[config.mk]
export PLATFORM = sky130hd
export DESIGN_NAME = vp_mask_tables
export DESIGN_NICKNAME = d
export VERILOG_FILES = /design/src/rtl/core/assert_macros.svh /design/src/rtl/core/vp_pkg.sv /design/src/rtl/core/vp_ram.sv /design/src/rtl/core/vp_mask_tables.sv
export SDC_FILE = /design/constraint.sdc
export NUM_CORES = 2
export LEC_CHECK = 0
export BUFFER_PORTS_ARGS = -buffer_cell sky130_fd_sc_hd__buf_2
export CAP_MARGIN = 20
export CORE_MARGIN = 2
export CORE_UTILIZATION = 56
export DETAILED_ROUTE_END_ITERATION = 7
export PLACE_DENSITY_LB_ADDON = 0.2
export SLEW_MARGIN = 20
export SYNTH_ARGS = -nofsm -noshare
export SYNTH_HDL_FRONTEND = slang
export SYNTH_HIERARCHICAL = 1
export SYNTH_MEMORY_MAX_BITS = 65536
export SYNTH_SLANG_ARGS = --single-unit
[constraint.sdc]
create_clock -name clk -period 2.38 [get_ports clk]
set_clock_uncertainty 0.1 [all_clocks]
set_input_delay 0.476 -clock clk [delete_from_list [all_inputs] [get_ports clk]]
set_output_delay 0.476 -clock clk [all_outputs]
set_load 0.02 [all_outputs]
[src/rtl/core/assert_macros.svh]
// Assertion macros shared by the preflagger RTL; empty in synthesis builds.
`ifndef ASSERT_MACROS_SVH
`define ASSERT_MACROS_SVH
`ifndef SYNTHESIS
// Clocked check, masked while reset is asserted.
`define VP_ASSERT_CLK(lbl, clk, rst_n, prop, msg) \
    lbl: assert property (@(posedge clk) disable iff (!rst_n) prop) else $error(msg);
// Clocked check that also holds during reset.
`define VP_ASSERT_ALWAYS(lbl, clk, prop, msg) \
    lbl: assert property (@(posedge clk) prop) else $error(msg);
`else
`define VP_ASSERT_CLK(lbl, clk, rst_n, prop, msg)
`define VP_ASSERT_ALWAYS(lbl, clk, prop, msg)
`endif
`endif

[src/rtl/core/vp_pkg.sv]
// Shared types, codes and defaults of the visibility preflagger.
package vp_pkg;

    // Default sizes
    localparam int NUM_ANTENNAS_DEF     = 64;
    localparam int NUM_CHANNELS_DEF     = 256;
    localparam int NUM_CORRELATIONS_DEF = 4;

    // Mask word and config port widths
    localparam int MASK_W     = 64;
    localparam int CFG_IDX_W  = 3;
    localparam int CFG_DATA_W = 64;

    // Item commands
    localparam logic [1:0] CMD_SAMPLE  = 2'd0;
    localparam logic [1:0] CMD_WR_ROW  = 2'd1;
    localparam logic [1:0] CMD_WR_CHAN = 2'd2;

    // Config register indexes
    localparam logic [CFG_IDX_W-1:0] REG_UV_MIN      = 3'd0;
    localparam logic [CFG_IDX_W-1:0] REG_UV_MAX      = 3'd1;
    localparam logic [CFG_IDX_W-1:0] REG_AMPL_LOW_A  = 3'd2;
    localparam logic [CFG_IDX_W-1:0] REG_AMPL_LOW_B  = 3'd3;
    localparam logic [CFG_IDX_W-1:0] REG_AMPL_HIGH_A = 3'd4;
    localparam logic [CFG_IDX_W-1:0] REG_AMPL_HIGH_B = 3'd5;
    localparam logic [CFG_IDX_W-1:0] REG_ENABLES     = 3'd6;

    // Enable bit positions
    localparam int EN_UV       = 0;
    localparam int EN_BASELINE = 1;
    localparam int EN_AMPL     = 2;
    localparam int EN_CHAN     = 3;

    // Reset value of the upper uv bound (2^47)
    localparam logic [47:0] UV_MAX_RST = 48'h8000_0000_0000;

    // Config register contents
    typedef struct packed {
        logic [47:0] uv_min_sq;
        logic [47:0] uv_max_sq;
        logic [63:0] ampl_low_a;
        logic [63:0] ampl_low_b;
        logic [63:0] ampl_high_a;
        logic [63:0] ampl_high_b;
        logic [3:0]  enables;
    } cfg_t;

    // Stage load strobes from the pipeline control
    typedef struct packed {
        logic accept;
        logic ld2;
        logic ld3;
        logic ld4;
    } pipe_ctrl_t;

endpackage

[src/rtl/core/vp_ram.sv]
// Generic single-write, single-read RAM with registered read data.
module vp_ram #(
    parameter int WIDTH = 64,
    parameter int DEPTH = 64,
    localparam int AW   = (DEPTH > 1) ? $clog2(DEPTH) : 1
) (
    input  logic             clk,
    input  logic             we,
    input  logic [AW-1:0]    waddr,
    input  logic [WIDTH-1:0] wdata,
    input  logic             re,
    input  logic [AW-1:0]    raddr,
    output logic [WIDTH-1:0] rdata
);

    logic [WIDTH-1:0] store_reg [DEPTH];
    logic [WIDTH-1:0] rdata_reg;

    // Write port and registered read port
    always_ff @(posedge clk)
    begin
        if (we)
        begin
            store_reg[waddr] <= wdata;
        end
        if (re)
        begin
            rdata_reg <= store_reg[raddr];
        end
    end

    assign rdata = rdata_reg;

endmodule

[src/rtl/core/vp_mask_tables.sv]
// Baseline and channel mask tables: RAMs with per-entry valid bits.
module vp_mask_tables #(
    parameter int NUM_ANTENNAS = vp_pkg::NUM_ANTENNAS_DEF,
    parameter int NUM_CHANNELS = vp_pkg::NUM_CHANNELS_DEF
) (
    input  logic                      clk,
    input  logic                      rst_n,
    input  logic                      accept,
    input  logic [1:0]                command,
    input  logic [5:0]                table_addr,
    input  logic [vp_pkg::MASK_W-1:0] table_data,
    input  logic [5:0]                first_antenna,
    input  logic [7:0]                channel,
    output logic [vp_pkg::MASK_W-1:0] row_bits,
    output logic [vp_pkg::MASK_W-1:0] chan_bits
);

    localparam int ROW_AW     = $clog2(NUM_ANTENNAS);
    localparam int CHAN_WORDS = (NUM_CHANNELS + 63) / 64;
    localparam int WORD_AW    = (CHAN_WORDS > 1) ? $clog2(CHAN_WORDS) : 1;

    logic                      row_we;
    logic                      word_we;
    logic                      rd_en;
    logic [5:0]                chan_word;
    logic [ROW_AW-1:0]         row_waddr;
    logic [ROW_AW-1:0]         row_raddr;
    logic [WORD_AW-1:0]        word_waddr;
    logic [WORD_AW-1:0]        word_raddr;
    logic [vp_pkg::MASK_W-1:0] row_rdata;
    logic [vp_pkg::MASK_W-1:0] word_rdata;

    logic [NUM_ANTENNAS-1:0]   row_vld_reg;
    logic [NUM_ANTENNAS-1:0]   row_vld_next;
    logic [CHAN_WORDS-1:0]     word_vld_reg;
    logic [CHAN_WORDS-1:0]     word_vld_next;
    logic                      row_ok_reg;
    logic                      word_ok_reg;

    // Writes and reads happen as the word is taken in
    assign row_we  = accept && (command == vp_pkg::CMD_WR_ROW)
                     && ({26'd0, table_addr} < 32'(NUM_ANTENNAS));
    assign word_we = accept && (command == vp_pkg::CMD_WR_CHAN)
                     && ({26'd0, table_addr} < 32'(CHAN_WORDS));
    assign rd_en   = accept && (command == vp_pkg::CMD_SAMPLE);

    assign chan_word  = {4'd0, channel[7:6]};
    assign row_waddr  = table_addr[ROW_AW-1:0];
    assign row_raddr  = first_antenna[ROW_AW-1:0];
    assign word_waddr = table_addr[WORD_AW-1:0];
    assign word_raddr = chan_word[WORD_AW-1:0];

    vp_ram #(
        .WIDTH (vp_pkg::MASK_W),
        .DEPTH (NUM_ANTENNAS)
    ) u_row_ram (
        .clk   (clk),
        .we    (row_we),
        .waddr (row_waddr),
        .wdata (table_data),
        .re    (rd_en),
        .raddr (row_raddr),
        .rdata (row_rdata)
    );

    vp_ram #(
        .WIDTH (vp_pkg::MASK_W),
        .DEPTH (CHAN_WORDS)
    ) u_chan_ram (
        .clk   (clk),
        .we    (word_we),
        .waddr (word_waddr),
        .wdata (table_data),
        .re    (rd_en),
        .raddr (word_raddr),
        .rdata (word_rdata)
    );

    // Valid bits: an unwritten entry reads as zero
    always_comb
    begin
        row_vld_next  = row_vld_reg;
        word_vld_next = word_vld_reg;
        if (row_we)
        begin
            row_vld_next[row_waddr] = 1'b1;
        end
        if (word_we)
        begin
            word_vld_next[word_waddr] = 1'b1;
        end
    end

    always_ff @(posedge clk or negedge rst_n)
    begin
        if (!rst_n)
        begin
            row_vld_reg  <= '0;
            word_vld_reg <= '0;
            row_ok_reg   <= 1'b0;
            word_ok_reg  <= 1'b0;
        end
        else
        begin
            row_vld_reg  <= row_vld_next;
            word_vld_reg <= word_vld_next;
            if (rd_en)
            begin
                row_ok_reg  <= row_vld_reg[row_raddr];
                word_ok_reg <= word_vld_reg[word_raddr];
            end
        end
    end

    assign row_bits  = row_ok_reg  ? row_rdata  : '0;
    assign chan_bits = word_ok_reg ? word_rdata : '0;

endmodule

Yosys cells after proc, flatten, opt, wreduce, memory -nomap -nowiden

Memories as Yosys holds them, arrays and structs flattened. A register that Yosys moved wholly into a read port is not among the register bits.
Index checks and enable logic that the tools add are counted.

Mux-type cells: 14
Order comparisons: 7
Reduce and logical (&&, ||, !) cells: 7
Equality and inequality tests: 2
Bitwise gates (word level): 2

Operator list:

| operator           | number |
|---|---|
| $mux 64            | 2 |
| $or 64x64->64      | 1 |
| $lt 6x7->1 const B | 2 |
| $mux 1             | 8 |
| $bmux 1 s6         | 1 |
| $demux 1 s6        | 1 |
| $ge 6x1->1 const B | 1 |
| $logic_and 1x1->1  | 6 |
| $lt 2x3->1 const B | 2 |
| $lt 6x3->1 const B | 1 |
| $or 4x4->4         | 1 |
| $bmux 1 s2         | 1 |
| $demux 1 s2        | 1 |
| $eq 2x1->1 const B | 1 |
| $eq 2x2->1 const B | 1 |
| $ge 2x1->1 const B | 1 |
| $logic_not 2->1    | 1 |

Input bits: 89
Logic and storage cells: 38
RAM bits: 4352
Memories: 2
Bits in registers: 70

Memory list:

| memory               | depth | bits a word | read ports | clocked after Yosys merged registers in | wr ports | RTL line     | source |
|---|---|---|---|---|---|---|---|
| u_row_ram.store_reg  | 64    | 64          | 1          | 1                                       | 1        | vp_ram.sv:16 | `logic [WIDTH-1:0] store_reg [DEPTH];` |
| u_chan_ram.store_reg | 4     | 64          | 1          | 1                                       | 1        | vp_ram.sv:16 |  |

Depth between registers and ports, before layout

Depth in word-level cells: 5
Mapped depth: 9

Hierarchy

Netlist, hierarchy kept.

Modules (own cells, without submodules):

| module               | instances | cells each | area each (sq um) |
|---|---|---|---|
| vp_ram at u_row_ram  | 1         | 6598       | 156989.3 |
| vp_ram at u_chan_ram | 1         | 402        | 11263.3 |
| vp_mask_tables       | 1         | 377        | 3972.6 |

Worst setup path before layout

No wires, ideal clock.

Path kind: in2reg
Start point: input command[1]
End point: register word_ok_reg
Path buffers: 0
Stages: 2
Slack: -9.099 ns
Arrival: 11.265 ns
Setup time: 0.114 ns
Data required time: 2.166 ns
Cells stage by stage: nor3b_1 -> mux2_2

Word-level cells in the longest chain between the ends: 2

RTL lines:

| what                 | RTL line              | source |
|---|---|---|
| start, declared      | vp_mask_tables.sv:9   | `input logic [1:0] command,` |
| $logic_not 2->1      | vp_mask_tables.sv:45  | `assign rd_en = accept && (command == vp_pkg::CMD_SAMPLE);` |
| $logic_and 1x1->1    | vp_mask_tables.sv:45  |  |
| end signal, assigned | vp_mask_tables.sv:110 | `word_ok_reg <= word_vld_reg[word_raddr];` |
| end, declared        | vp_mask_tables.sv:38  | `logic word_ok_reg;` |

No other way between the ends.
A chain may end at the register's enable or synchronous reset.

Worst setup path in the final report

Start point: register row_ok_reg
End point: output row_bits[35] (netlist bit)

Word-level cells in the longest chain between the ends: 1

RTL lines:

| what                   | RTL line              | source |
|---|---|---|
| start, declared        | vp_mask_tables.sv:37  | `logic row_ok_reg;` |
| start signal, assigned | vp_mask_tables.sv:109 | `row_ok_reg <= row_vld_reg[row_raddr];` |
| $mux 64                | vp_mask_tables.sv:115 | `assign row_bits = row_ok_reg ? row_rdata : '0;` |
| end, declared          | vp_mask_tables.sv:14  | `output logic [vp_pkg::MASK_W-1:0] row_bits,` |

No other way between the ends.

==> run_results.csv <==
group,metric,value,unit
route,ant_nets,0,
logic_synthesis,async_flop_share,1.538,%
route,wl_per_cell,34.40,um
sta,rsz0062_at_grt,"true",
setup_path,cp-start-kind,"flip-flop",
placed_design,dp.final_hpwl,287.3,mm
floorplanning,core-area,305800,um2
global_route,grt_antenna_before_repair,27,
route,wl_met2,219.8,mm
sta,worst_slew_pin_slew,1.148,ns
setup_path,cp.required,1.80,ns
logic_synthesis,yosysWarnings,6,
power,power_leakage,68.77,nW
sta,fin_crit_sh,116.9,%
global_route,first_global_vias,88530,
clock_tree,cts_buffers,444,
global_route,grt_overflow,0,
finish,instances_no_fill,13400,
logic_synthesis,synth-seq-area-share,79.13,%
route,route.met3.wl,49.54,mm
route,drt_iter0_drc,12080,
floorplanning,die_x,558.6,um
logic_synthesis,ys_ff_latch,4550,
route,viasPerCell,6.585,
route,wl_met1,178.7,mm
clock_tree,cts_tree,"built",
job,drv_cap,0,
logic_synthesis,synth_edf_count,4480,
finish,layout_common_cells,"4480 x edfxtp_1, 1094 x mux4_2, 730 x buf_4",
clock_tree,cts.sinks,4550,
route,vias,88200,
setup_path,crit_type,"flip-flop to primary output",
setup_path,critical_path_peak_fanout,5,
global_route,grt_max_degree,71,
global_route,gr-usage-all-layers,29.70,%
clock_tree,htree_levels,5,
sta,setup_ws,-0.4020,ns
sta,final-hold-violation-count,0,
status,failed_checks,"setup timing",
sta,slew_viol_final,0,
setup_path,arrival,2.21,ns
floorplanning,ioPinCount,217,
logic_synthesis,synth_nets,7466,
finish,largest_reg_flops,4096,
worst_hold_path,min_path_type,"primary input to flip-flop",
route,drcViolationCount,0,
finish,final_common_cell,"edfxtp_1",
placed_design,io_buffers,210,
sta,setup_violations,128,
placed_design,dp_cells,12490,
power,ir_worst_vdd,0.8173,mV
sta,tns,-34.03,ns
logic_synthesis,avgSynthCellArea,23.35,um2
floorplanning,die_h,558.6,um
sta,finalCriticalPeriod,2.782,ns
clock_tree,cts_root_buffer,"clkbuf_16",
global_route,grt_pass1_wl,651.6,mm
finish,utilization,68.39,%
route,drtPass1Iterations,6,
floorplanning,placementRows,203,
logic_synthesis,syn-instance-count,7377,
sta,relSlewSlack,23.32,%
floorplanning,die-area,312000,um2
logic_synthesis,yosysUniqueCellTypes,53,
setup_path,regToRegSetupSlack,0.06,ns
power,power.total,0.1695,W
logic_synthesis,netlist_area,172200,um2
finish,fin_nets,9003,
clock_tree,clk_pin_slew,0.06,ns
finish,syn_to_final_growth,21.43,%
power,powerDensity,810.5,nW/um2
finish,drive_above_1_share,36.50,%
route,drt-total-wl,460.8,mm
sta,max_freq,0.3595,GHz
logic_synthesis,ys.flop_type,"edfxtp_1",
route,highest_layer,"met5",
status,status,"complete, but fails checks",
placed_design,gp_routability_congestion,0.8486,
clock_tree,worstSkewPairLatency,0.99,ns
clock_tree,clockBufferDepth,4,
floorplanning,initial_core_util,56.32,%
setup_path,endpoint_kind,"primary output",
cell usage after synthesis (38+ instances only):
library cell	count	area (um2)
nand3_1	49	245.2
nand2_1	68	255.2
nor2_1	125	469.2
mux2i_1	137	1371
a22oi_1	173	1299
and2_1	133	832.1
o221ai_1	38	332.8
and3_1	65	406.6
edfxtp_1	4480	134500
buf_2	178	890.9
a22o_1	88	770.7
clkbuf_1	159	596.8
o22ai_1	84	525.5
mux4_2	1094	24640
a211oi_1	63	473.0
dfrtp_1	70	1752
cell type report:
cell class / instances / area (um2)
multi-input cells: 2398 / 34690
well taps: 4100 / 5130
repair buffers: 1499 / 18060
clock inverters: 290 / 3428
clock buffers: 526 / 11440
inverters: 21 / 78.83
flip-flops and latches: 4550 / 136300
diodes: 11 / 27.53
fillers: 18390 / 96670
stage by stage:
stage	hold WS (ns)	worst slack (ns)	cell area, um2
2_1_floorplan	0.08041	-2.157	172400
3_3_place_gp	0.3302	-0.9747	192400
3_5_place_dp	0.3366	-1.016	192400
4_1_cts	0.004509	-0.4406	208800
5_1_grt	0.07331	-0.4208	209100
6_report	0.03793	-0.4020	209100
metal layers:
layer  vias to the layer above  track usage [%]
met5                         -                0
met4                         2            7.899
met2                      5228            46.47
met1                     47490            43.02
met3                       707            6.540
li1                      34780                -
path summary, 6_finish.rpt:
check / from / to / depth (start not counted)
worst max register to register: u_row_ram/store_reg[13][2] / u_row_ram/rdata[2] / 5
worst max-delay path: row_ok_reg / row_bits[35] / 4
min in group asynchronous: rst_n / row_vld_reg[18] / 4
max in group asynchronous: rst_n / row_ok_reg / 4
worst min-delay path: table_data[15] / u_chan_ram/store_reg[0][15] / 2
worst min register to register: row_vld_reg[5] / row_vld_reg[5] / 1
critical path: stages (launching register included):
cell and delay, ns:
dfrtp_4 0.59, buf_12 0.19, clkbuf_16 0.17, and2_4 0.14, buf_6 0.12
cell families after synthesis:
logic type,Yosys count,synth area share (%)
and+or+nand+nor,570,1.772
DFF,4550,79.13
buffers and inverters,429,1.233
AOI/OAI and AO/OA,586,2.604
muxes,1242,15.26
report_power, final:
group          switching, W  total, W  internal [W]
clock                0.0301    0.0713        0.0412
sequential         0.000187    0.0885        0.0883
combinational       0.00542   0.00972       0.00430
repair_timing:
item                                     CTS  global route
hold buffers                              56             0
setup buffers                             10             6
hold endpoints to repair                3018             0
endpoints found under the setup margin   129           151
cloned                                     8             3
resized for setup                        235           112
pin swaps                                  0             1
Note: power is estimated with default switching activity, not from simulation.
