### config.mk
export PLATFORM = sky130hd
export DESIGN_NAME = vp_test_pipe
export DESIGN_NICKNAME = d
export VERILOG_FILES = /design/src/rtl/core/assert_macros.svh /design/src/rtl/core/vp_pkg.sv /design/src/rtl/core/vp_test_pipe.sv
export SDC_FILE = /design/constraint.sdc
export NUM_CORES = 2
export LEC_CHECK = 0
export BUFFER_PORTS_ARGS = -buffer_cell sky130_fd_sc_hd__buf_2
export CAP_MARGIN = 0
export CORE_UTILIZATION = 57
export DETAILED_ROUTE_END_ITERATION = 10
export HOLD_SLACK_MARGIN = 0.02
export PLACE_DENSITY_LB_ADDON = 0.05
export SKIP_CTS_REPAIR_TIMING = 1
export SYNTH_ARGS = -nofsm -noshare
export SYNTH_HDL_FRONTEND = slang
export SYNTH_SLANG_ARGS = --single-unit
### constraint.sdc
create_clock -name clk -period 7.7 [get_ports clk]
set_input_delay 0.385 -clock clk [delete_from_list [all_inputs] [get_ports clk]]
set_output_delay 0.385 -clock clk [all_outputs]
set_load 0.01 [all_outputs]
### src/rtl/core/assert_macros.svh
// Assertion macros shared by the preflagger RTL; empty in synthesis builds.
`ifndef ASSERT_MACROS_SVH
`define ASSERT_MACROS_SVH
`ifndef SYNTHESIS
// Clocked check, masked while reset is asserted.
`define VP_ASSERT_CLK(lbl, clk, rst_n, prop, msg) \
    lbl: assert property (@(posedge clk) disable iff (!rst_n) prop) else $error(msg);
// Clocked check that also holds during reset.
`define VP_ASSERT_ALWAYS(lbl, clk, prop, msg) \
    lbl: assert property (@(posedge clk) prop) else $error(msg);
`else
`define VP_ASSERT_CLK(lbl, clk, rst_n, prop, msg)
`define VP_ASSERT_ALWAYS(lbl, clk, prop, msg)
`endif
`endif

### src/rtl/core/vp_pkg.sv
// Shared types, codes and defaults of the visibility preflagger.
package vp_pkg;

    // Default sizes
    localparam int NUM_ANTENNAS_DEF     = 64;
    localparam int NUM_CHANNELS_DEF     = 256;
    localparam int NUM_CORRELATIONS_DEF = 4;

    // Mask word and config port widths
    localparam int MASK_W     = 64;
    localparam int CFG_IDX_W  = 3;
    localparam int CFG_DATA_W = 64;

    // Item commands
    localparam logic [1:0] CMD_SAMPLE  = 2'd0;
    localparam logic [1:0] CMD_WR_ROW  = 2'd1;
    localparam logic [1:0] CMD_WR_CHAN = 2'd2;

    // Config register indexes
    localparam logic [CFG_IDX_W-1:0] REG_UV_MIN      = 3'd0;
    localparam logic [CFG_IDX_W-1:0] REG_UV_MAX      = 3'd1;
    localparam logic [CFG_IDX_W-1:0] REG_AMPL_LOW_A  = 3'd2;
    localparam logic [CFG_IDX_W-1:0] REG_AMPL_LOW_B  = 3'd3;
    localparam logic [CFG_IDX_W-1:0] REG_AMPL_HIGH_A = 3'd4;
    localparam logic [CFG_IDX_W-1:0] REG_AMPL_HIGH_B = 3'd5;
    localparam logic [CFG_IDX_W-1:0] REG_ENABLES     = 3'd6;

    // Enable bit positions
    localparam int EN_UV       = 0;
    localparam int EN_BASELINE = 1;
    localparam int EN_AMPL     = 2;
    localparam int EN_CHAN     = 3;

    // Reset value of the upper uv bound (2^47)
    localparam logic [47:0] UV_MAX_RST = 48'h8000_0000_0000;

    // Config register contents
    typedef struct packed {
        logic [47:0] uv_min_sq;
        logic [47:0] uv_max_sq;
        logic [63:0] ampl_low_a;
        logic [63:0] ampl_low_b;
        logic [63:0] ampl_high_a;
        logic [63:0] ampl_high_b;
        logic [3:0]  enables;
    } cfg_t;

    // Stage load strobes from the pipeline control
    typedef struct packed {
        logic accept;
        logic ld2;
        logic ld3;
        logic ld4;
    } pipe_ctrl_t;

endpackage

### src/rtl/core/vp_test_pipe.sv
// Four-stage datapath: capture, square, sum, compare and flag.
module vp_test_pipe #(
    parameter int NUM_ANTENNAS     = vp_pkg::NUM_ANTENNAS_DEF,
    parameter int NUM_CHANNELS     = vp_pkg::NUM_CHANNELS_DEF,
    parameter int NUM_CORRELATIONS = vp_pkg::NUM_CORRELATIONS_DEF
) (
    input  logic                      clk,
    input  vp_pkg::pipe_ctrl_t        ctrl,
    input  vp_pkg::cfg_t              cfg,
    input  logic [1:0]                command,
    input  logic [5:0]                first_antenna,
    input  logic [5:0]                second_antenna,
    input  logic [7:0]                channel,
    input  logic [1:0]                correlation,
    input  logic signed [23:0]        coord_u,
    input  logic signed [23:0]        coord_v,
    input  logic signed [15:0]        real_part,
    input  logic signed [15:0]        imag_part,
    input  logic                      flag_in,
    input  logic [vp_pkg::MASK_W-1:0] row_bits,
    input  logic [vp_pkg::MASK_W-1:0] chan_bits,
    output logic                      flag_out,
    output logic                      uv_hit,
    output logic                      baseline_hit,
    output logic                      ampl_hit,
    output logic                      chan_hit
);

    // Stage 1: captured input word
    logic               s1_sample_reg;
    logic               s1_flag_reg;
    logic [5:0]         s1_a1_reg;
    logic [5:0]         s1_a2_reg;
    logic [7:0]         s1_ch_reg;
    logic [1:0]         s1_corr_reg;
    logic signed [23:0] s1_u_reg;
    logic signed [23:0] s1_v_reg;
    logic signed [15:0] s1_re_reg;
    logic signed [15:0] s1_im_reg;

    // Stage 2: squares and table hits
    logic               s2_sample_reg;
    logic               s2_flag_reg;
    logic               s2_bl_reg;
    logic               s2_ch_reg;
    logic               s2_ampl_en_reg;
    logic [46:0]        s2_uu_reg;
    logic [46:0]        s2_vv_reg;
    logic [30:0]        s2_rr_reg;
    logic [30:0]        s2_ii_reg;
    logic [31:0]        s2_lo_reg;
    logic [31:0]        s2_hi_reg;

    // Stage 3: sums
    logic               s3_sample_reg;
    logic               s3_flag_reg;
    logic               s3_bl_reg;
    logic               s3_ch_reg;
    logic               s3_ampl_en_reg;
    logic [47:0]        s3_dist_reg;
    logic [31:0]        s3_pwr_reg;
    logic [31:0]        s3_lo_reg;
    logic [31:0]        s3_hi_reg;

    // Stage 4: output word
    logic               s4_flag_reg;
    logic               s4_uv_reg;
    logic               s4_bl_reg;
    logic               s4_ampl_reg;
    logic               s4_ch_reg;

    logic signed [47:0] uu_full;
    logic signed [47:0] vv_full;
    logic signed [31:0] rr_full;
    logic signed [31:0] ii_full;
    logic               bl_now;
    logic               ch_now;
    logic               ampl_en_now;
    logic [63:0]        lo_pair;
    logic [63:0]        hi_pair;
    logic [31:0]        lo_now;
    logic [31:0]        hi_now;
    logic               uv_now;
    logic               ampl_now;

    // Stage 1 capture
    always_ff @(posedge clk)
    begin
        if (ctrl.accept)
        begin
            s1_sample_reg <= (command == vp_pkg::CMD_SAMPLE);
            s1_flag_reg   <= flag_in;
            s1_a1_reg     <= first_antenna;
            s1_a2_reg     <= second_antenna;
            s1_ch_reg     <= channel;
            s1_corr_reg   <= correlation;
            s1_u_reg      <= coord_u;
            s1_v_reg      <= coord_v;
            s1_re_reg     <= real_part;
            s1_im_reg     <= imag_part;
        end
    end

    // Squares, table bit selects and bound selection
    assign uu_full = s1_u_reg * s1_u_reg;
    assign vv_full = s1_v_reg * s1_v_reg;
    assign rr_full = s1_re_reg * s1_re_reg;
    assign ii_full = s1_im_reg * s1_im_reg;

    assign bl_now = s1_sample_reg && cfg.enables[vp_pkg::EN_BASELINE]
                    && ({26'd0, s1_a1_reg} < 32'(NUM_ANTENNAS))
                    && ({26'd0, s1_a2_reg} < 32'(NUM_ANTENNAS))
                    && row_bits[s1_a2_reg];
    assign ch_now = s1_sample_reg && cfg.enables[vp_pkg::EN_CHAN]
                    && ({24'd0, s1_ch_reg} < 32'(NUM_CHANNELS))
                    && chan_bits[s1_ch_reg[5:0]];
    assign ampl_en_now = s1_sample_reg && cfg.enables[vp_pkg::EN_AMPL]
                         && ({30'd0, s1_corr_reg} < 32'(NUM_CORRELATIONS));

    assign lo_pair = s1_corr_reg[1] ? cfg.ampl_low_b  : cfg.ampl_low_a;
    assign hi_pair = s1_corr_reg[1] ? cfg.ampl_high_b : cfg.ampl_high_a;
    assign lo_now  = s1_corr_reg[0] ? lo_pair[63:32]  : lo_pair[31:0];
    assign hi_now  = s1_corr_reg[0] ? hi_pair[63:32]  : hi_pair[31:0];

    always_ff @(posedge clk)
    begin
        if (ctrl.ld2)
        begin
            s2_sample_reg  <= s1_sample_reg;
            s2_flag_reg    <= s1_flag_reg;
            s2_bl_reg      <= bl_now;
            s2_ch_reg      <= ch_now;
            s2_ampl_en_reg <= ampl_en_now;
            s2_uu_reg      <= uu_full[46:0];
            s2_vv_reg      <= vv_full[46:0];
            s2_rr_reg      <= rr_full[30:0];
            s2_ii_reg      <= ii_full[30:0];
            s2_lo_reg      <= lo_now;
            s2_hi_reg      <= hi_now;
        end
    end

    // Sums of squares
    always_ff @(posedge clk)
    begin
        if (ctrl.ld3)
        begin
            s3_sample_reg  <= s2_sample_reg;
            s3_flag_reg    <= s2_flag_reg;
            s3_bl_reg      <= s2_bl_reg;
            s3_ch_reg      <= s2_ch_reg;
            s3_ampl_en_reg <= s2_ampl_en_reg;
            s3_dist_reg    <= {1'b0, s2_uu_reg} + {1'b0, s2_vv_reg};
            s3_pwr_reg     <= {1'b0, s2_rr_reg} + {1'b0, s2_ii_reg};
            s3_lo_reg      <= s2_lo_reg;
            s3_hi_reg      <= s2_hi_reg;
        end
    end

    // Bound compares and flag merge
    assign uv_now   = s3_sample_reg && cfg.enables[vp_pkg::EN_UV]
                      && ((s3_dist_reg < cfg.uv_min_sq) || (s3_dist_reg > cfg.uv_max_sq));
    assign ampl_now = s3_ampl_en_reg
                      && ((s3_pwr_reg < s3_lo_reg) || (s3_pwr_reg > s3_hi_reg));

    always_ff @(posedge clk)
    begin
        if (ctrl.ld4)
        begin
            s4_uv_reg   <= uv_now;
            s4_bl_reg   <= s3_bl_reg;
            s4_ampl_reg <= ampl_now;
            s4_ch_reg   <= s3_ch_reg;
            s4_flag_reg <= s3_sample_reg
                           && (s3_flag_reg || uv_now || s3_bl_reg || ampl_now || s3_ch_reg);
        end
    end

    assign flag_out     = s4_flag_reg;
    assign uv_hit       = s4_uv_reg;
    assign baseline_hit = s4_bl_reg;
    assign ampl_hit     = s4_ampl_reg;
    assign chan_hit     = s4_ch_reg;

endmodule

# ---- Yosys cells after proc, flatten, opt, wreduce, memory -nomap -nowiden
# Index checks and enable logic that the tools add are counted.
dict set report word_totals {
  reg_bits 475
  inputBits 594
  out_inout_bits 5
  word_cells 70
}
dict set report classes {
  add_sub_neg 2
  n_mul 4
  order_cmp 6
  mux 8
  reduce_logical 16
}
# op count
set op_table {}
lappend op_table {{2-to-1 mux 64 bit} 2}
lappend op_table {{multiplier 24 x 24 -> 47 bit} 2}
lappend op_table {{2-to-1 mux 32 bit} 2}
lappend op_table {{multiplier 16 x 16 -> 31 bit} 2}
lappend op_table {{adder 47 x 47 -> 48 bit} 1}
lappend op_table {{> comparator 48 bit} 1}
lappend op_table {{less-than comparator 48 bit} 1}
lappend op_table {{adder 31 x 31 -> 32 bit} 1}
lappend op_table {{> comparator 32 bit} 1}
lappend op_table {{less-than comparator 32 bit} 1}
lappend op_table {{less-than comparator 6 x 7 -> 1 bit (second input constant)} 2}
lappend op_table {{binary-select mux 1 bit (select 6 bit)} 2}
lappend op_table {{logical AND 1 bit} 9}
lappend op_table {{logical OR 1 bit} 6}
lappend op_table {{logical NOT 2 bit} 1}
lappend op_table {{2-to-1 mux 1 bit} 2}

# ---- Longest topological paths before layout
dict set report depth {
  ltp_word 8
  mapped_depth 28
  mapped_depth_nobuf 27
}

# ---- Least setup slack after synthesis
# No wires, ideal clock.
dict set report synth_timing {
  kind {register -> register}
  from {register s1_v_reg[20]}
  to {register s2_vv_reg[43], data pin}
  setup_ns 0.266
  arrival_time_ns 6.942
  required_ns 7.434
  setup_slack_ns 0.492
  stages_incl_launch_ff 27
  path_buffers 2
  period_less_slack_ns 7.208
  path_cell_list {edfxtp_1 clkbuf_1 clkbuf_1 nand2_1 fa_1 inv_1 fa_1 fa_1 inv_1 fa_1 inv_1 fa_1 fa_1 inv_1 fa_1 inv_1 ha_1 a211oi_1 nand2_1 o2111ai_1 a21boi_0 a311oi_2 o31ai_2 a221oi_2 nor2_1 nor4_1 a211oi_1}
}
dict set report synth_between {
  elab_chain_cells 1
}
# element line
set synth_rtl {}
lappend synth_rtl {{start: declaration} vp_test_pipe.sv:37} ;# logic signed [23:0] s1_v_reg;
lappend synth_rtl {{start signal: assignment} vp_test_pipe.sv:98} ;# s1_v_reg <= coord_v;
lappend synth_rtl {{multiplier 24 x 24 -> 47 bit} vp_test_pipe.sv:106} ;# assign vv_full = s1_v_reg * s1_v_reg;
lappend synth_rtl {{via vv_full[43]} vp_test_pipe.sv:73} ;# logic signed [47:0] vv_full;
lappend synth_rtl {{end signal: assignment} vp_test_pipe.sv:135} ;# s2_vv_reg <= vv_full[46:0];
lappend synth_rtl {{end: declaration} vp_test_pipe.sv:48} ;# logic [46:0] s2_vv_reg;
# The timed path passes the listed nets, and every way through them passes these cells.
# A chain may end at the register's enable or synchronous reset.

# ---- Final worst setup path
dict set report layout_timing {
  from {register s1_v_reg[9]}
  to {register s2_vv_reg[43], data pin}
}
# Same word-level chain as after synthesis.

==> results.cfg <==
[status]
status = finished, final reports clean

[final_layout]
final_nets = 10996
layout_common_cells = inv_1 (2111), fa_1 (1561), ha_1 (682)
final_common_cell = inv_1
largest_reg_flops = 48
fin_util = 0.644
final_cell_count_no_fill = 9991
layout-drive-gt1-share = 0.127
fillers = 11232
area_delta_synth_final_pct = 11.9

[sta]
max_slew.worst_pin.slew_ns = 1.08
fin_crit_sh = 0.965
rsz0062_at_grt = yes
skew_ns = 0.0595
drv_slew = 0
max_freq_mhz = 135
relSlewSlack = 0.275
finalHoldViolations = 0
fin_crit_ns = 7.43
setup_violations = 0
tns_ns = 0

[drt]
wire_per_inst_microns = 18.8
wirelength_microns = 188000
drt_iter0_drc = 2939
drcViolationCount = 0
first_pass_iters = 7
detail-route-antenna-nets = 0
num_vias = 52604
routed_via_density = 5.27

[yosys]
synth_cell_types = 84
postSynthAreaPerCell_sq_um = 10.6
async_reset_ff_frac = 0
yosysWarnings = 0
yosys-top-cells-area = fa_1 (40%), edfxtp_1 (18%), ha_1 (11%), inv_1 (10%), mux4_2 (3.1%)
ys_seq_area_frac = 0.181
synth_flop_cell = edfxtp_1
synth_edf_count = 471
synth.net_count = 10211
netlist_area_sq_um = 78000
yosys.area.top_type = fa_1
synth_seq_cells = 471
syn_inst = 7373
synth_top_area_frac = 0.401

[global_routing]
first_global_vias = 57075
grt_pass1_wl_microns = 301000
grt_max_degree = 103
grt_overflow = 0
grt_usage = 0.283
antenna_found_initial = 9

[worst_setup_path]
cp_max_fo = 7
crit_path_start_kind = flop
reg2regPathDepth = 28
crit_arrival_ns = 7.85
slowest_delay_ns = 0.53
critPathSlowestCell = fa_1
startpoint = s1_v_reg[9]$_DFFE_PP_
crit_required_ns = 8.12
setup.worst_path.end_class = flop
reg2reg_slack_ns = 0.27
timing.rr.start = s1_v_reg[9]$_DFFE_PP_
crit_type = flop to flop

[cts]
clk_latency_ns = 0.71
cts_buffers = 60
cts_tree = yes
clkTransAtPathRegs_ns = 0.06
cts_sinks = 471
htreeDepth = 2
cts_root_buf = clkbuf_16
clock_path_buffers = 3

[die]
initial_core_util = 0.575
coreArea_sq_um = 136000
die_area_sq_um = 138000
die_w_microns = 372
die_h_microns = 372
rows = 135
io-pin-count = 599

[flow_run]
cap_viol_max_count = 0

[min_path]
hp-class = input pin to flop
min-delay-start = cfg[226]
hold_path_depth = 2

[placed_design]
dpl.cell_count = 9734
gp_congestion = 0.911
dp_hpwl_microns = 161000
io_buffers = 590
worst max-delay path: cells and delay by family, from the launching register on:
family	cells	cell delay, ns
fa+ha+maj	8	3.69
compound gates	7	1.59
buf+inv	9	0.79
simple gates	4	0.57
flops	1	0.51
cell usage after synthesis (24+ instances only):
library cell / instances
a21o_1: 119
a21oi_1: 200
and2_1: 300
clkbuf_1: 150
edfxtp_1: 471
fa_1: 1562
ha_1: 682
inv_1: 2111
mux4_2: 106
nand2_1: 584
nand2b_1: 51
nand3_1: 39
nand4_1: 51
nor2_1: 193
nor2b_1: 68
nor3_1: 32
o21a_1: 33
o21ai_0: 102
o21bai_1: 24
xnor2_1: 184
xor2_1: 75
kinds of logic after synthesis:
family | count (synthesis) | synth area share
flip-flops | 471 | 0.181
adder cells (fa/ha/maj) | 2244 | 0.510
AND/OR/NAND/NOR | 1385 | 0.0856
AO/OA/AOI/OAI | 623 | 0.0531
buffers and inverters | 2281 | 0.110
XOR/XNOR | 259 | 0.0291
multiplexers | 110 | 0.0311
per-stage QoR:
step           hold slack, ns  setup WS, ns  cell area (sq um)
6_report               0.0558         0.272              87400
5_1_grt                0.0321       -0.0379              87300
4_1_cts                -0.205        0.0739              85900
3_5_place_dp            0.405         0.111              83900
3_3_place_gp            0.402         0.185              83900
2_1_floorplan           0.400         0.492              78000
layout make-up:
class	count	area, sq um	share of cell area
multi-input cells	4621	55400	0.634
flip-flops and latches	471	14100	0.162
inverters	2113	7930	0.0908
repair buffers	891	5630	0.0644
well taps	1781	2230	0.0255
clock buffers	67	1530	0.0175
clock inverters	42	502	0.00574
diodes	5	12.5	0.000143
layer usage:
layer / track usage / share of wire
met3: 0.0413 / 0.059
met4: 0.0760 / 0.026
met5: 0 / 0.00019
met2: 0.474 / 0.49
met1: 0.388 / 0.42
worst paths after layout:
path,to
setup / recovery,s2_vv_reg[43]$_DFFE_PP_
hold / removal,s2_lo_reg[30]$_DFFE_PP_
setup reg to reg,s2_vv_reg[43]$_DFFE_PP_
hold reg to reg,s3_lo_reg[2]$_DFFE_PP_
Power is not shown: default switching activity piles up to over one toggle a cycle in this logic, so the estimate is an artifact.
