==> src/rtl/core/assert_macros.svh <==
// Assertion macros shared by the preflagger RTL; empty in synthesis builds.
`ifndef ASSERT_MACROS_SVH
`define ASSERT_MACROS_SVH
`ifndef SYNTHESIS
// Clocked check, masked while reset is asserted.
`define VP_ASSERT_CLK(lbl, clk, rst_n, prop, msg) \
    lbl: assert property (@(posedge clk) disable iff (!rst_n) prop) else $error(msg);
// Clocked check that also holds during reset.
`define VP_ASSERT_ALWAYS(lbl, clk, prop, msg) \
    lbl: assert property (@(posedge clk) prop) else $error(msg);
`else
`define VP_ASSERT_CLK(lbl, clk, rst_n, prop, msg)
`define VP_ASSERT_ALWAYS(lbl, clk, prop, msg)
`endif
`endif

==> src/rtl/core/vp_pkg.sv <==
// Shared types, codes and defaults of the visibility preflagger.
package vp_pkg;

    // Default sizes
    localparam int NUM_ANTENNAS_DEF     = 64;
    localparam int NUM_CHANNELS_DEF     = 256;
    localparam int NUM_CORRELATIONS_DEF = 4;

    // Mask word and config port widths
    localparam int MASK_W     = 64;
    localparam int CFG_IDX_W  = 3;
    localparam int CFG_DATA_W = 64;

    // Item commands
    localparam logic [1:0] CMD_SAMPLE  = 2'd0;
    localparam logic [1:0] CMD_WR_ROW  = 2'd1;
    localparam logic [1:0] CMD_WR_CHAN = 2'd2;

    // Config register indexes
    localparam logic [CFG_IDX_W-1:0] REG_UV_MIN      = 3'd0;
    localparam logic [CFG_IDX_W-1:0] REG_UV_MAX      = 3'd1;
    localparam logic [CFG_IDX_W-1:0] REG_AMPL_LOW_A  = 3'd2;
    localparam logic [CFG_IDX_W-1:0] REG_AMPL_LOW_B  = 3'd3;
    localparam logic [CFG_IDX_W-1:0] REG_AMPL_HIGH_A = 3'd4;
    localparam logic [CFG_IDX_W-1:0] REG_AMPL_HIGH_B = 3'd5;
    localparam logic [CFG_IDX_W-1:0] REG_ENABLES     = 3'd6;

    // Enable bit positions
    localparam int EN_UV       = 0;
    localparam int EN_BASELINE = 1;
    localparam int EN_AMPL     = 2;
    localparam int EN_CHAN     = 3;

    // Reset value of the upper uv bound (2^47)
    localparam logic [47:0] UV_MAX_RST = 48'h8000_0000_0000;

    // Config register contents
    typedef struct packed {
        logic [47:0] uv_min_sq;
        logic [47:0] uv_max_sq;
        logic [63:0] ampl_low_a;
        logic [63:0] ampl_low_b;
        logic [63:0] ampl_high_a;
        logic [63:0] ampl_high_b;
        logic [3:0]  enables;
    } cfg_t;

    // Stage load strobes from the pipeline control
    typedef struct packed {
        logic accept;
        logic ld2;
        logic ld3;
        logic ld4;
    } pipe_ctrl_t;

endpackage

==> src/rtl/core/vp_cfg_regs.sv <==
// Configuration register file of the preflagger.
module vp_cfg_regs (
    input  logic                          clk,
    input  logic                          rst_n,
    input  logic                          cfg_write,
    input  logic [vp_pkg::CFG_IDX_W-1:0]  cfg_index,
    input  logic [vp_pkg::CFG_DATA_W-1:0] cfg_data,
    output vp_pkg::cfg_t                  cfg
);

    vp_pkg::cfg_t cfg_reg;
    vp_pkg::cfg_t cfg_next;

    // Decode a register write
    always_comb
    begin
        cfg_next = cfg_reg;
        if (cfg_write)
        begin
            case (cfg_index)
                vp_pkg::REG_UV_MIN:      cfg_next.uv_min_sq   = cfg_data[47:0];
                vp_pkg::REG_UV_MAX:      cfg_next.uv_max_sq   = cfg_data[47:0];
                vp_pkg::REG_AMPL_LOW_A:  cfg_next.ampl_low_a  = cfg_data;
                vp_pkg::REG_AMPL_LOW_B:  cfg_next.ampl_low_b  = cfg_data;
                vp_pkg::REG_AMPL_HIGH_A: cfg_next.ampl_high_a = cfg_data;
                vp_pkg::REG_AMPL_HIGH_B: cfg_next.ampl_high_b = cfg_data;
                vp_pkg::REG_ENABLES:     cfg_next.enables     = cfg_data[3:0];
                default:                 cfg_next = cfg_reg;
            endcase
        end
    end

    always_ff @(posedge clk or negedge rst_n)
    begin
        if (!rst_n)
        begin
            cfg_reg.uv_min_sq   <= '0;
            cfg_reg.uv_max_sq   <= vp_pkg::UV_MAX_RST;
            cfg_reg.ampl_low_a  <= '0;
            cfg_reg.ampl_low_b  <= '0;
            cfg_reg.ampl_high_a <= '1;
            cfg_reg.ampl_high_b <= '1;
            cfg_reg.enables     <= '0;
        end
        else
        begin
            cfg_reg <= cfg_next;
        end
    end

    assign cfg = cfg_reg;

endmodule

==> config.mk <==
export PLATFORM = sky130hd
export DESIGN_NAME = vp_cfg_regs
export DESIGN_NICKNAME = d
export VERILOG_FILES = /design/src/rtl/core/assert_macros.svh /design/src/rtl/core/vp_pkg.sv /design/src/rtl/core/vp_cfg_regs.sv
export SDC_FILE = /design/constraint.sdc
export NUM_CORES = 1
export LEC_CHECK = 0
export ABC_AREA = 1
export BUFFER_PORTS_ARGS = -buffer_cell sky130_fd_sc_hd__buf_2
export CAP_MARGIN = 20
export CORE_UTILIZATION = 50
export CTS_BUF_LIST = sky130_fd_sc_hd__clkbuf_4
export DETAILED_ROUTE_END_ITERATION = 10
export GPL_TIMING_DRIVEN = 0
export PLACE_DENSITY = 0.81
export SLEW_MARGIN = 25
export SYNTH_ARGS = -nofsm -noshare
export SYNTH_HDL_FRONTEND = slang
export SYNTH_SLANG_ARGS = --single-unit
==> constraint.sdc <==
create_clock -name clk -period 2.4 [get_ports clk]
set_clock_uncertainty 0.15 [all_clocks]
set_input_delay 0.48 -clock clk [delete_from_list [all_inputs] [get_ports clk]]
set_output_delay 0.48 -clock clk [all_outputs]
set_load 0.03 [all_outputs]
Word-level counts from Yosys, hierarchy flattened
Index checks and enable logic that the tools add are counted.

storage, ports and cells
  register bits = 356
  bits of input ports = 70
  output and inout port bits = 356
  logic and storage cells = 21

operators by class
  equality and inequality tests = 6
  reductions and logical operators = 8

operators with widths
  kind                count
  $reduce_and 2->1    7
  $eq 3x3->1 const B  3
  $eq 3x2->1 const B  2
  $eq 3x1->1 const B  1
  $logic_not 3->1     1

Depth between registers and ports, before layout
Gate-level depths: netlist of run 1.

  depth in word-level cells = 2
  depth in mapped cells = 8
  depth with buffers taken out = 5

Worst setup path before layout of run 1
Ideal clock, no wire load.

  kind = input to register
  start = in cfg_write
  end = reg cfg_reg, in the netlist cfg[321]
  setup time = 0.118 ns
  data arrival time = 1.253 ns
  path slack = 0.879 ns
  stages on the path = 8
  buffers on the path = 3
  cells stage by stage = inv_1 nor2_1 buf_4 nand2_1 buf_2 buf_2 nand2_1 nand2_1

between the ends
  word-level cells in the longest chain between the ends = 1

ends and longest elaborated chain
  element                            line               text
  from (decl)                        vp_cfg_regs.sv:5   input logic cfg_write,
  $reduce_and 2->1 (no source line)  -
  to (signal assigned)               vp_cfg_regs.sv:47  cfg_reg <= cfg_next;
  to (decl)                          vp_cfg_regs.sv:11  vp_pkg::cfg_t cfg_reg;

Every way passes these cells.
A chain may end at the register's enable or synchronous reset.

Worst setup path after layout of run 1
  start = reg cfg_reg, in the netlist cfg[31]
  end = out cfg[31] (netlist name)

RTL lines
  element    line              text
  to (decl)  vp_cfg_regs.sv:8  output vp_pkg::cfg_t cfg

No word-level cell between the ends.

==> results of run 1 <==
-- cell type report --
cell class / count / area [sq um]
Antenna cell: 2 / 5.005
Sequential cell: 356 / 9070
Clock buffer: 144 / 1081
Tap cell: 372 / 465.4
Fill cell: 2122 / 8683
Timing Repair Buffer: 493 / 2870
Multi-Input combinational cell: 1087 / 4383
Inverter: 6 / 22.52
Clock inverter: 23 / 131.4
Buffer: 95 / 464.2
-- layout by cell type, fill, tap and decap left out, types with 2 or more instances in the layout --
cell	n
sky130_fd_sc_hd__nand2_1	856
sky130_fd_sc_hd__dlygate4sd3_1	65
sky130_fd_sc_hd__nor2_1	2
sky130_fd_sc_hd__diode_2	2
sky130_fd_sc_hd__buf_1	2
sky130_fd_sc_hd__dfrtp_1	227
sky130_fd_sc_hd__dfstp_2	129
sky130_fd_sc_hd__clkinv_2	2
sky130_fd_sc_hd__nor2_2	3
sky130_fd_sc_hd__nand3_1	224
sky130_fd_sc_hd__buf_2	501
sky130_fd_sc_hd__clkinvlp_4	3
sky130_fd_sc_hd__buf_16	3
sky130_fd_sc_hd__clkbuf_4	144
sky130_fd_sc_hd__clkinv_1	16
sky130_fd_sc_hd__inv_1	5
sky130_fd_sc_hd__clkbuf_1	13
sky130_fd_sc_hd__buf_4	3
sky130_fd_sc_hd__nor2_4	2
-- per-layer routing --
metal | wire (um) | part of all wire, % | global-route usage [%]
met1 | 17960 | 38 | 39.99
met3 | 4085 | 8.6 | 9.095
met4 | 2587 | 5.5 | 20.45
met2 | 22620 | 48 | 54.02
met5 | 0 | 0 | 0
-- cell families after synthesis --
kind of cell / synth area share (%)
simple gates: 31.44
buf+inv: 3.492
flops: 65.07
-- metrics by stage --
step | cell area, sq um | util [%]
final | 18490 | 68.05
after global routing | 18490 | 68.05
after CTS | 18490 | 68.03
after detailed placement | 16620 | 61.17
after global placement | 16530 | 60.83
after floorplan | 13940 | -
-- tightest hold or removal path, stage by stage --
cell and delay (ps):
sky130_fd_sc_hd__buf_2 150, sky130_fd_sc_hd__nand2_1 70, sky130_fd_sc_hd__nor2_1 70, sky130_fd_sc_hd__nand2_1 60, sky130_fd_sc_hd__nand2_1 50
-- path summary, 6_finish.rpt --
kind,end,depth (start not counted)
max in group asynchronous,cfg[102],4
min in group asynchronous,cfg[182],2
worst max-delay path,cfg[31],1
worst min-delay path,cfg[1],5
worst max register to register,cfg[30],2
worst min register to register,cfg[69],2
-- report_power, final --
part / switching, W / total, W / internal (W)
clock: 0.00249 / 0.00532 / 0.00283
combinational: 0.00407 / 0.00548 / 0.00140
sequential: 0.000639 / 0.00806 / 0.00742
total: 0.00720 / 0.0189 / 0.0117
-- what timing repair did --
action,CTS,global route
gates resized for setup,0,0
endpoints found under the hold margin,409,0
hold buffers,65,0
==> run summary, run 1 <==
The run finished with clean final reports. Synthesis instantiated 13 different standard cells from the library. For this design the ratio of total power to cell area is 1020 mW/mm^2. The cell with the most instances after synthesis was sky130_fd_sc_hd__nand2_1. Of all nets on the critical path, the largest fanout is 2. The worst setup path is launched from a flop. The total placed cells including tap cells came out at 2344. 426 I/O pins were placed. On the critical path the largest part of the delay comes from flip-flops. Post-CTS timing repair inserted 0 buffers for setup. Max-cap violations in this run came to 0.

The number of clock buffers inserted by TritonCTS was 91. Clock tree synthesis found a total of 356 sinks. Setup slack on the worst reg-to-reg path comes out at 1490 ps.

Required arrival time at the worst endpoint: 1770 ps. For the pin with the worst max-slew slack, the measured transition is 850.2 ps. The area share of the leading cell type in the synthesized netlist is 40.75%. In this run the most critical hold path is launched from cfg_index[1].

The maximum count of clock buffers along a single path was 3; the highest achievable clock rate was 0.4792 GHz. By area the synthesized netlist is led by sky130_fd_sc_hd__dfrtp_1 (41%), sky130_fd_sc_hd__dfstp_2 (24%), sky130_fd_sc_hd__nand2_1 (23%). Setup slack on the critical path of the routed design comes to 313.3 ps. In the final layout, the share of cells above drive strength 1 is 36.03%.

Entering global routing, the biggest net connects 95 pins. The count of yosys warnings during synthesis was 0. The count of buffers added on input and output ports is 425.

The number of buffer and inverter stages on the critical path was 1. The dominant cell type by area after synthesis is sky130_fd_sc_hd__dfrtp_1. The clock reaches the later pin of the worst-skew pair after 660 ps. The synthesized area was 0.01394 sq mm; the post-layout total power was 0.01886 W. The number of vias after detailed routing was 13384. Walking the worst path, the cells encountered are buf_2.

The fraction of synthesis flops using an asynchronous set or reset pin came out at 100.0%. Aggregate routed wire length: 47.24 mm. The path class of the tightest hold or removal check is in2reg. Global routing finished with a remaining overflow of 0. At the end of routability-driven placement, the weighted congestion stood at 0.8726.

In this design, the stage delay of the slowest critical-path cell is 540 ps. Setup violations remaining at the end of the flow were counted as 0. Synthesis produced a netlist whose cell count is 1544.

The category of the worst setup path capture point is a primary output. The H-tree was split into 3 levels. The headroom to the max-slew limit is 43.26%. Relative to the synthesized area, the layout overhead comes to 32.66%.

The number of antenna violations at the first check in global routing came out at 1. The logs give 65.07% for the post-synthesis sequential area ratio and 10.50 nW for the reported leakage power. Via count of the first global-routing pass: 13419. The net count of the mapped netlist is 1614. The HPWL reported at the end of detailed placement is 31.71 mm.

The commonest register cell after synthesis was sky130_fd_sc_hd__dfrtp_1. Once the floorplan was initialized, standard cells occupied 51.29% of the core. The final period demand of the worst path came out at 2087 ps.

The first global-routing pass estimated 72.82 mm of wire. In the routed layout, each cell is associated on average with a via count of 5.192. In the global route stage, overall resource usage came out at 33.41%. Across the VDD grid, the largest voltage drop is 0.0006270 V. The cell with the largest stage delay on the worst path was sky130_fd_sc_hd__dfstp_2.

In this run the core area contains 60 standard-cell rows. After the first detailed-routing iteration, the DRC count stood at 1118. The run gives 0.02855 sq mm as the overall die area.

The number of nets still failing antenna checks after routing came out at 0. The type of the worst setup path is reg2out. The x dimension of the die works out to 169.0 um.

After synthesis, the most frequently instantiated cells are sky130_fd_sc_hd__nand2_1 (856), sky130_fd_sc_hd__dfrtp_1 (227), sky130_fd_sc_hd__nand3_1 (224), sky130_fd_sc_hd__dfstp_2 (129), sky130_fd_sc_hd__buf_2 (77). After detailed routing, the number of remaining DRC violations is 0. The post-route worst hold slack is 107.8 ps, and the floorplan die height is 169.0 um. OpenSTA, run right after detailed placement, puts the worst setup slack at 87.64 ps. After routing, the total negative slack on setup checks comes to 0 ps.

The most critical setup path has its startpoint at cfg[31]. The finished layout holds 2578 standard cells, fillers aside. In this run, synthesis produced a sequential element count of 356. Setup repair after global routing left no endpoint under its margin.

Yosys mapped a number of flops with a built-in enable equal to 0. TritonCTS built the clock tree. Dividing the detail-routed wire length by the instance count gives 18.33 um. The tools report the final-report max-slew violation count as 0. For the worst setup path, the data arrival time is 1460 ps. The worst path uses 86.95% of the clock period. The register with the most flip-flops in the layout has 356 of them. The area of the core was 0.02718 sq mm. The number of hold violations in the final report was 0.

The tree is rooted in a sky130_fd_sc_hd__clkbuf_4. The tools report the startpoint of the worst register-to-register path as cfg[30]. The mean area per synthesized cell came out at 9.028 sq um. The tools report the number of detailed-route iterations in the first pass as 5.

After the last flow step, the layout net total stands at 2200. After clock tree synthesis, the clock-pin slew on the worst setup and hold paths is 70 ps.
No activity file was read; power rests on OpenSTA's default activity.
==> run 2: changes to the inputs <==
- SLEW_MARGIN: 25 -> 40
- clock period: 2.4 -> 2.19 ns (I/O delays scaled with it)
==> run summary, run 2 (synthesis gave the netlist of run 1 again) <==
TritonCTS built the clock tree. The largest net degree at the start of global routing is 82 (was 95), and the maximum count of clock buffers along a single path is 3 (unchanged). The top fanout value on the critical path came out at 10 (was 2). The run gives 0 (unchanged) as the final routed DRC violation total.

The tools report the launching element type of the critical path as a primary input (was a flop). The root buffer cell was sky130_fd_sc_hd__clkbuf_4 (unchanged). The overall die area came out at 0.02855 sq mm (unchanged). Worst min-delay path class: in2reg (unchanged).

The number of gates given a new drive strength after cts was 0 (unchanged); the HPWL reported at the end of detailed placement was 31.64 mm (was 31.71 mm). The area growth from synthesis to layout is 33.47% (was 32.66%), and the number of hold violations in the final report is 0 (unchanged). The number of setup buffers added after CTS was 0 (unchanged). The tools report the area taken by multi-input logic gates as 0.004388 sq mm (was 0.004383 sq mm). The run gives 0.01861 sq mm (was 0.01849 sq mm) as the area of all placed cells without fillers. The quantity of hold-fixing buffers added after cts was 66 (was 65).

The run gives 48.98% (was 43.26%) as the headroom to the max-slew limit. The layout cell share with drive strength beyond 1 works out to 36.38% (was 36.03%). The area of the core is 0.02718 sq mm (unchanged), and the number of clock buffers inserted by TritonCTS is 91 (unchanged). The number of detailed-route iterations in the first pass is 6 (was 5), and the x dimension of the die is 169.0 um (unchanged). The final weighted congestion of routability-driven global placement is 0.8726 (unchanged).

Average detailed-routed wire length per instance: 18.24 um (was 18.33 um). The area after detailed placement was 0.01665 sq mm (was 0.01662 sq mm); the first-pass GRT wire length was 72.47 mm (was 72.82 mm). The logs give 1 (unchanged) for the number of antenna violations at the first check in global routing and 0 (unchanged) for the final-report max-slew violation count. The count of pins on the block boundary was 426 (unchanged); the via count of the first global-routing pass was 13294 (was 13419).

The floorplan die height works out to 169.0 um (unchanged). The tools report the global router's overall resource usage as 33.09% (was 33.41%). The tools report the category of the worst setup path capture point as a flop (was a primary output).

The tools report the DRC marker count from the first detailed-route iteration as 1146 (was 1118). The area taken by flip-flops and latches was 0.009070 sq mm (unchanged); the max capacitance violation total was 0 (unchanged). The share of the cycle needed by the critical path after routing is 96.11%, and the highest achievable clock rate is 0.4751 GHz. Highest-count cells in the layout ignoring fill and taps: sky130_fd_sc_hd__nand2_1 (856), sky130_fd_sc_hd__buf_2 (501), sky130_fd_sc_hd__dfrtp_1 (227), sky130_fd_sc_hd__nand3_1 (224), sky130_fd_sc_hd__clkbuf_4 (154) (was sky130_fd_sc_hd__nand2_1 (856), sky130_fd_sc_hd__buf_2 (501), sky130_fd_sc_hd__dfrtp_1 (227), sky130_fd_sc_hd__nand3_1 (224), sky130_fd_sc_hd__clkbuf_4 (144)). The post-detailed-route via-to-cell ratio is 5.262 (was 5.192), and the total number of nets in the final design is 2202 (was 2200). The aggregate routed wire length is 47.11 mm (was 47.24 mm), and the number of flip-flops under the largest register name is 356 (unchanged). The register clock-pin slew on the reported worst setup and hold paths was 80 ps (was 70 ps); the final period demand of the worst path was 2105 ps. Initial core utilization: 51.29% (unchanged).

For the cell row count, the log shows 60 (unchanged). The run gives 3 (unchanged) as the H-tree depth reported by CTS. The number of nets still failing antenna checks after routing is 0 (unchanged). Type of the worst setup path: in2reg (was reg2out).

The number of sinks handled by clock tree synthesis came out at 356 (unchanged). Post-layout instance count excluding filler cells: 2583 (was 2578). For the layout filler cell count, the log shows 2116 (was 2122).

The logs give 10.56 nW (was 10.50 nW) for the reported leakage power and 0 (unchanged) for the total setup violations reported at the end of the flow. The tools report the insertion delay to the later sink of the worst-skew pair as 670 ps (was 660 ps). The tools report the number of vias after detailed routing as 13591 (was 13384). The required arrival time at the worst endpoint came out at 2620 ps (was 1770 ps). Setup repair after global routing left no endpoint under its margin.

The maximum ir drop on the vdd rail was 0.0007048 V (was 0.0006270 V). The aggregate global routing overflow is 0 (unchanged). The power per cell area was 1128 mW/mm^2 (was 1020 mW/mm^2); the total placed cells including tap cells was 2345 (was 2344). The slew at the pin with the worst max-slew slack was 763.5 ps (was 850.2 ps); the number of input and output port buffers inserted was 425 (unchanged).

Most common cell after layout, fill and taps aside: sky130_fd_sc_hd__nand2_1 (unchanged). The run finished with clean final reports. The run gives 2530 ps (was 1460 ps) as the arrival time reported for the critical path endpoint.
run 2: cell count changes in the layout (fill, tap and decap cells not counted), sizes merged:
cell,before,now
clkbuf,157,167
clkinv,19,12
buf,510,511
bufinv,1,2
clkinvlp,3,2
diode,2,1
dlygate4sd3,65,66
inv,6,7
run 2: power by group:
group	switching (W)	total [W]	internal [W]	leakage (nW)
logic	0.00446	0.00600	0.00155	5.59
registers	0.000705	0.00884	0.00813	4.21
clock network	0.00274	0.00614	0.00340	0.763
total	0.00790	0.0210	0.0131	10.6
run 2: critical path, cell delays in order:
cell,delay [ps]
sky130_fd_sc_hd__dlygate4sd3_1,540
sky130_fd_sc_hd__buf_2,170
sky130_fd_sc_hd__nor2_2,280
sky130_fd_sc_hd__nand2_1,550
sky130_fd_sc_hd__buf_2,390
sky130_fd_sc_hd__nand2_1,100
sky130_fd_sc_hd__nand2_1,60
run 2: layout make-up:
type / instances / area share (%)
multi-input cells: 1087 / 23.58
clock inverters: 17 / 0.6927
plain buffers: 95 / 2.495
clock buffers: 154 / 6.214
flip-flops and latches: 356 / 48.75
diodes: 1 / 0.01345
repair buffers: 495 / 15.63
well taps: 372 / 2.502
inverters: 6 / 0.1210
run 2: worst paths after layout:
check                             startpoint  endpoint  slack, ps  cells past startpoint
worst max-delay path            cfg_index[1]  cfg[102]         90                      7
max in group asynchronous              rst_n   cfg[36]        510                      4
worst min register to register      cfg[129]  cfg[129]        310                      2
worst min-delay path            cfg_index[0]    cfg[3]        110                      6
worst max register to register       cfg[29]   cfg[29]       1280                      2
min in group asynchronous              rst_n  cfg[173]        140                      2
run 2: per-stage QoR:
step / utilization [%] / TNS, ps / hold slack [ps] / setup WS [ps] / total power [W]
3_5_place_dp: 61.28 / -6455 / 276.2 / -91.55 / 0.01476
2_1_floorplan: - / 0 / -7.591 / 711.0 / 0.01258
6_report: 68.46 / 0 / 114.6 / 85.27 / 0.02098
5_1_grt: 68.46 / 0 / 97.76 / 9.604 / 0.02188
4_1_cts: 68.43 / 0 / 46.32 / 105.4 / 0.02098
3_3_place_gp: 60.83 / -1836410 / 298.5 / -5970 / 0.01459
run 2: metal layers:
metal / wire, um / track usage, % / vias up
met5: 0 / 0 / -
met4: 2327 / 18.72 / 0
met3: 4207 / 8.394 / 165
met2: 22600 / 53.58 / 832
met1: 17970 / 40.59 / 6510
li1: - / - / 6084
==> run 3: changes to the inputs <==
==> constraint.sdc (replaced) <==
create_clock -name clk -period 2.19 [get_ports clk]
set_clock_uncertainty 0.15 [all_clocks]
set_input_delay 0.657 -clock clk [delete_from_list [all_inputs] [get_ports clk]]
set_output_delay 0.657 -clock clk [all_outputs]
set_load 0.03 [all_outputs]
==> run summary, run 3 (synthesis gave the netlist of run 1 again) <==
The layout cell share with drive strength beyond 1 was 38.01% (was 36.38%). For the HPWL reported at the end of detailed placement, the log shows 31.64 mm (unchanged). The number of flip-flops under the largest register name was 356 (unchanged). The number of detailed-route iterations in the first pass was 5 (was 6). The total setup violations reported at the end of the flow was 9 (was 0); the register clock-pin slew on the reported worst setup and hold paths was 70 ps (was 80 ps). The launching element type of the critical path was a flop (was a primary input).

The highest metal layer with signal wires was met4 (unchanged). The run gives 13363 (was 13591) as the number of vias after detailed routing. The flow ran to the end, but the final reports show violations.

The logs give 30.2% (was 28.6%) for the combinational share of power and 10.59 nW (was 10.56 nW) for the reported leakage power. For the length of routed wiring on met1, the log shows 17.41 mm (was 17.97 mm). The count of pins on the block boundary is 426 (unchanged), and the top fanout value on the critical path is 2 (was 10). The gate family responsible for the most delay along the worst path is flip-flops (was buffers and inverters). The area of all placed cells without fillers came out at 0.01891 sq mm (was 0.01861 sq mm).

The area of the core is 0.02718 sq mm (unchanged), and the headroom to the max-slew limit is 48.67% (was 48.98%). The final routed DRC violation total was 0 (unchanged). The cell with the largest stage delay on the worst path was sky130_fd_sc_hd__dfstp_2 (was sky130_fd_sc_hd__nand2_1). The checks that failed: negative setup slack. The insertion delay to the later sink of the worst-skew pair was 680 ps (was 670 ps); the area taken by flip-flops and latches was 0.009070 sq mm (unchanged). The post-layout total power was 0.02166 W (was 0.02098 W); the post-layout instance count excluding filler cells was 2542 (was 2583). The DRC marker count from the first detailed-route iteration was 1227 (was 1146).

The number of sinks handled by clock tree synthesis was 356 (unchanged); the depth of the most critical reg-to-reg path was 4 (was 2). The tools report the first-pass GRT wire length as 72.09 mm (was 72.47 mm). The logs give 13170 (was 13294) for the via count of the first global-routing pass and 0.02855 sq mm (unchanged) for the overall die area. The number of antenna violations at the first check in global routing was 1 (unchanged); the number of cells on the worst hold path was 3 (was 6). The x dimension of the die is 169.0 um (unchanged). For the aggregate global routing overflow, the log shows 0 (unchanged).

The category of the worst setup path capture point was a primary output (was a flop). The share of the cycle needed by the critical path after routing was 100.6% (was 96.11%). The logs give 1400 ps (was 2530 ps) for the arrival time reported for the critical path endpoint and 2046 (was 2116) for the layout filler cell count.

The total placed cells including tap cells came out at 2345 (unchanged). The logs give 47.13 mm (was 47.11 mm) for the aggregate routed wire length and 0 (unchanged) for the final-report max-slew violation count. The most common cell after layout, fill and taps aside was sky130_fd_sc_hd__nand2_1 (unchanged). The number of nets still failing antenna checks after routing was 0 (unchanged). The logs give 22.99 mm (was 22.60 mm) for the met2 wire length and 0.01665 sq mm (unchanged) for the area after detailed placement.

The post-detailed-route via-to-cell ratio is 5.257 (was 5.262), and the number of buffer and inverter stages on the critical path is 1 (was 3). The cell row count is 60 (unchanged). For the wire length on met3, the log shows 4.468 mm (was 4.207 mm).

Area taken by multi-input logic gates: 0.004388 sq mm (unchanged). Critical path startpoint: cfg[37] (was cfg_index[1]). The largest net degree at the start of global routing was 82 (unchanged). The area growth from synthesis to layout works out to 35.69% (was 33.47%).

The average detailed-routed wire length per instance was 18.54 um (was 18.24 um). The tools report the max capacitance violation total as 0 (unchanged). The final worst slack is -14.05 ps (was 85.27 ps). The cell-internal power is 0.01362 W (was 0.01308 W). The global router's overall resource usage is 32.92% (was 33.09%). Type of the worst setup path: reg2out (was in2reg). The sink of the worst hold path was cfg[116] (was cfg[3]).

The run gives 2160 (was 2202) as the total number of nets in the final design. The switching fraction of total power is 37.12% (was 37.66%). The register-to-register setup slack came out at 1090 ps (was 1280 ps). The clock network fraction of design power was 28.4% (was 29.3%); the final period demand of the worst path was 2204 ps (was 2105 ps). Setup repair after global routing could not meet its margin everywhere. The logs give 1380 ps (was 2620 ps) for the required arrival time at the worst endpoint and 0.4537 GHz (was 0.4751 GHz) for the highest achievable clock rate. Floorplan die height: 169.0 um (unchanged).

The initial core utilization is 51.29% (unchanged). The run gives 0.8726 (unchanged) as the final weighted congestion of routability-driven global placement. Cell-by-cell listing of the critical path: buf_6 (was dlygate4sd3_1 > buf_2 > nor2_2 > nand2_1 > buf_2 > nand2_1 > nand2_1). The startpoint of the worst register-to-register path is cfg[126] (was cfg[29]).

Power per cell area: 1145 mW/mm^2 (was 1128 mW/mm^2). The number of hold violations in the final report is 0 (unchanged). The run gives 0.0006896 V (was 0.0007048 V) as the maximum ir drop on the vdd rail. The number of clock buffers inserted by TritonCTS is 91 (unchanged), and the utilization after layout is 69.60% (was 68.46%).

The tools report the maximum count of clock buffers along a single path as 3 (unchanged). The number of input and output port buffers inserted is 425 (unchanged). The tools report the capture instance of the worst register-to-register path as cfg[126] (was cfg[29]). The maximum single-stage delay on the critical path works out to 570 ps (was 550 ps). TritonCTS built the clock tree. Root buffer cell: sky130_fd_sc_hd__clkbuf_4 (unchanged). Critical hold path startpoint: cfg_data[48] (was cfg_index[0]).

Worst min-delay path class: in2reg (unchanged). The switching component of the power is 0.008039 W (was 0.007902 W). Highest-count cells in the layout ignoring fill and taps: sky130_fd_sc_hd__nand2_1 (856), sky130_fd_sc_hd__buf_2 (372), sky130_fd_sc_hd__dfrtp_1 (227), sky130_fd_sc_hd__nand3_1 (224), sky130_fd_sc_hd__clkbuf_4 (154) (was sky130_fd_sc_hd__nand2_1 (856), sky130_fd_sc_hd__buf_2 (501), sky130_fd_sc_hd__dfrtp_1 (227), sky130_fd_sc_hd__nand3_1 (224), sky130_fd_sc_hd__clkbuf_4 (154)). The sequential fraction of design power came out at 41.4% (was 42.1%).

The slew at the pin with the worst max-slew slack was 768.1 ps (was 763.5 ps); the H-tree depth reported by CTS was 3 (unchanged).
run 3: changes by cell type in the layout (fill, tap and decap cells not counted):
cell,previous run,this run
sky130_fd_sc_hd__diode_2,1,2
sky130_fd_sc_hd__buf_4,3,31
sky130_fd_sc_hd__buf_6,0,121
sky130_fd_sc_hd__dlygate4sd3_1,66,4
sky130_fd_sc_hd__buf_2,501,372
run 3: worst max-delay path by stage:
stage               depth (start not counted)  slack [ps]        to
global route                                1         -80   cfg[46]
finish                                      1         -10   cfg[37]
global placement                            1       -6190  cfg[258]
CTS                                         1         -60   cfg[37]
detailed placement                          8        -310  cfg[174]
floorplan                                   8         490  cfg[321]
run 3: what timing repair did:
item                                    in CTS  in global routing
pin swaps                                    0                  0
gates resized for setup                    244                  6
buffers inserted                            12                  8
endpoints found under the hold margin       47                  0
endpoints found under the setup margin     129                120
hold buffers                                 4                  0
run 3: stage by stage:
stage,TNS [ps],setup WS (ps),hold slack [ps]
2_1_floorplan,0,492.0,211.4
3_3_place_gp,-1963950,-6189,298.5
3_5_place_dp,-59510,-310.5,301.3
4_1_cts,-3039,-61.26,0.3290
5_1_grt,-4722,-80.03,27.85
6_report,-61.29,-14.05,70.37
run 3: layer usage:
layer,global-route usage [%],up-vias
li1,-,5996
met4,18.17,0
met1,40.12,6433
met5,0,-
met3,8.721,149
met2,53.50,785
run 3: power by group through the flow:
stage,combinational [W],sequential [W],clock [W]
global route,0.00691,0.00906,0.00657
global placement,0.00575,0.00884,0
detailed placement,0.00588,0.00888,0
finish,0.00655,0.00896,0.00615
floorplan,0.00115,0.0114,0
CTS,0.00646,0.00891,0.00620
run 3: worst min-delay path: stages:
cell,delay [ps]
sky130_fd_sc_hd__buf_2,130
sky130_fd_sc_hd__nand3_1,80
sky130_fd_sc_hd__nand2_1,50
run 3: cell type report:
| cell class | instances | area share, % |
|---|---|---|
| Tap cell | 372 | 2.461 |
| Timing Repair Buffer | 453 | 16.99 |
| Antenna cell | 2 | 0.02646 |
| Buffer | 95 | 2.454 |
| Multi-Input combinational cell | 1087 | 23.20 |
| Clock buffer | 154 | 6.112 |
| Sequential cell | 356 | 47.95 |
| Inverter | 6 | 0.1191 |
| Clock inverter | 17 | 0.6814 |
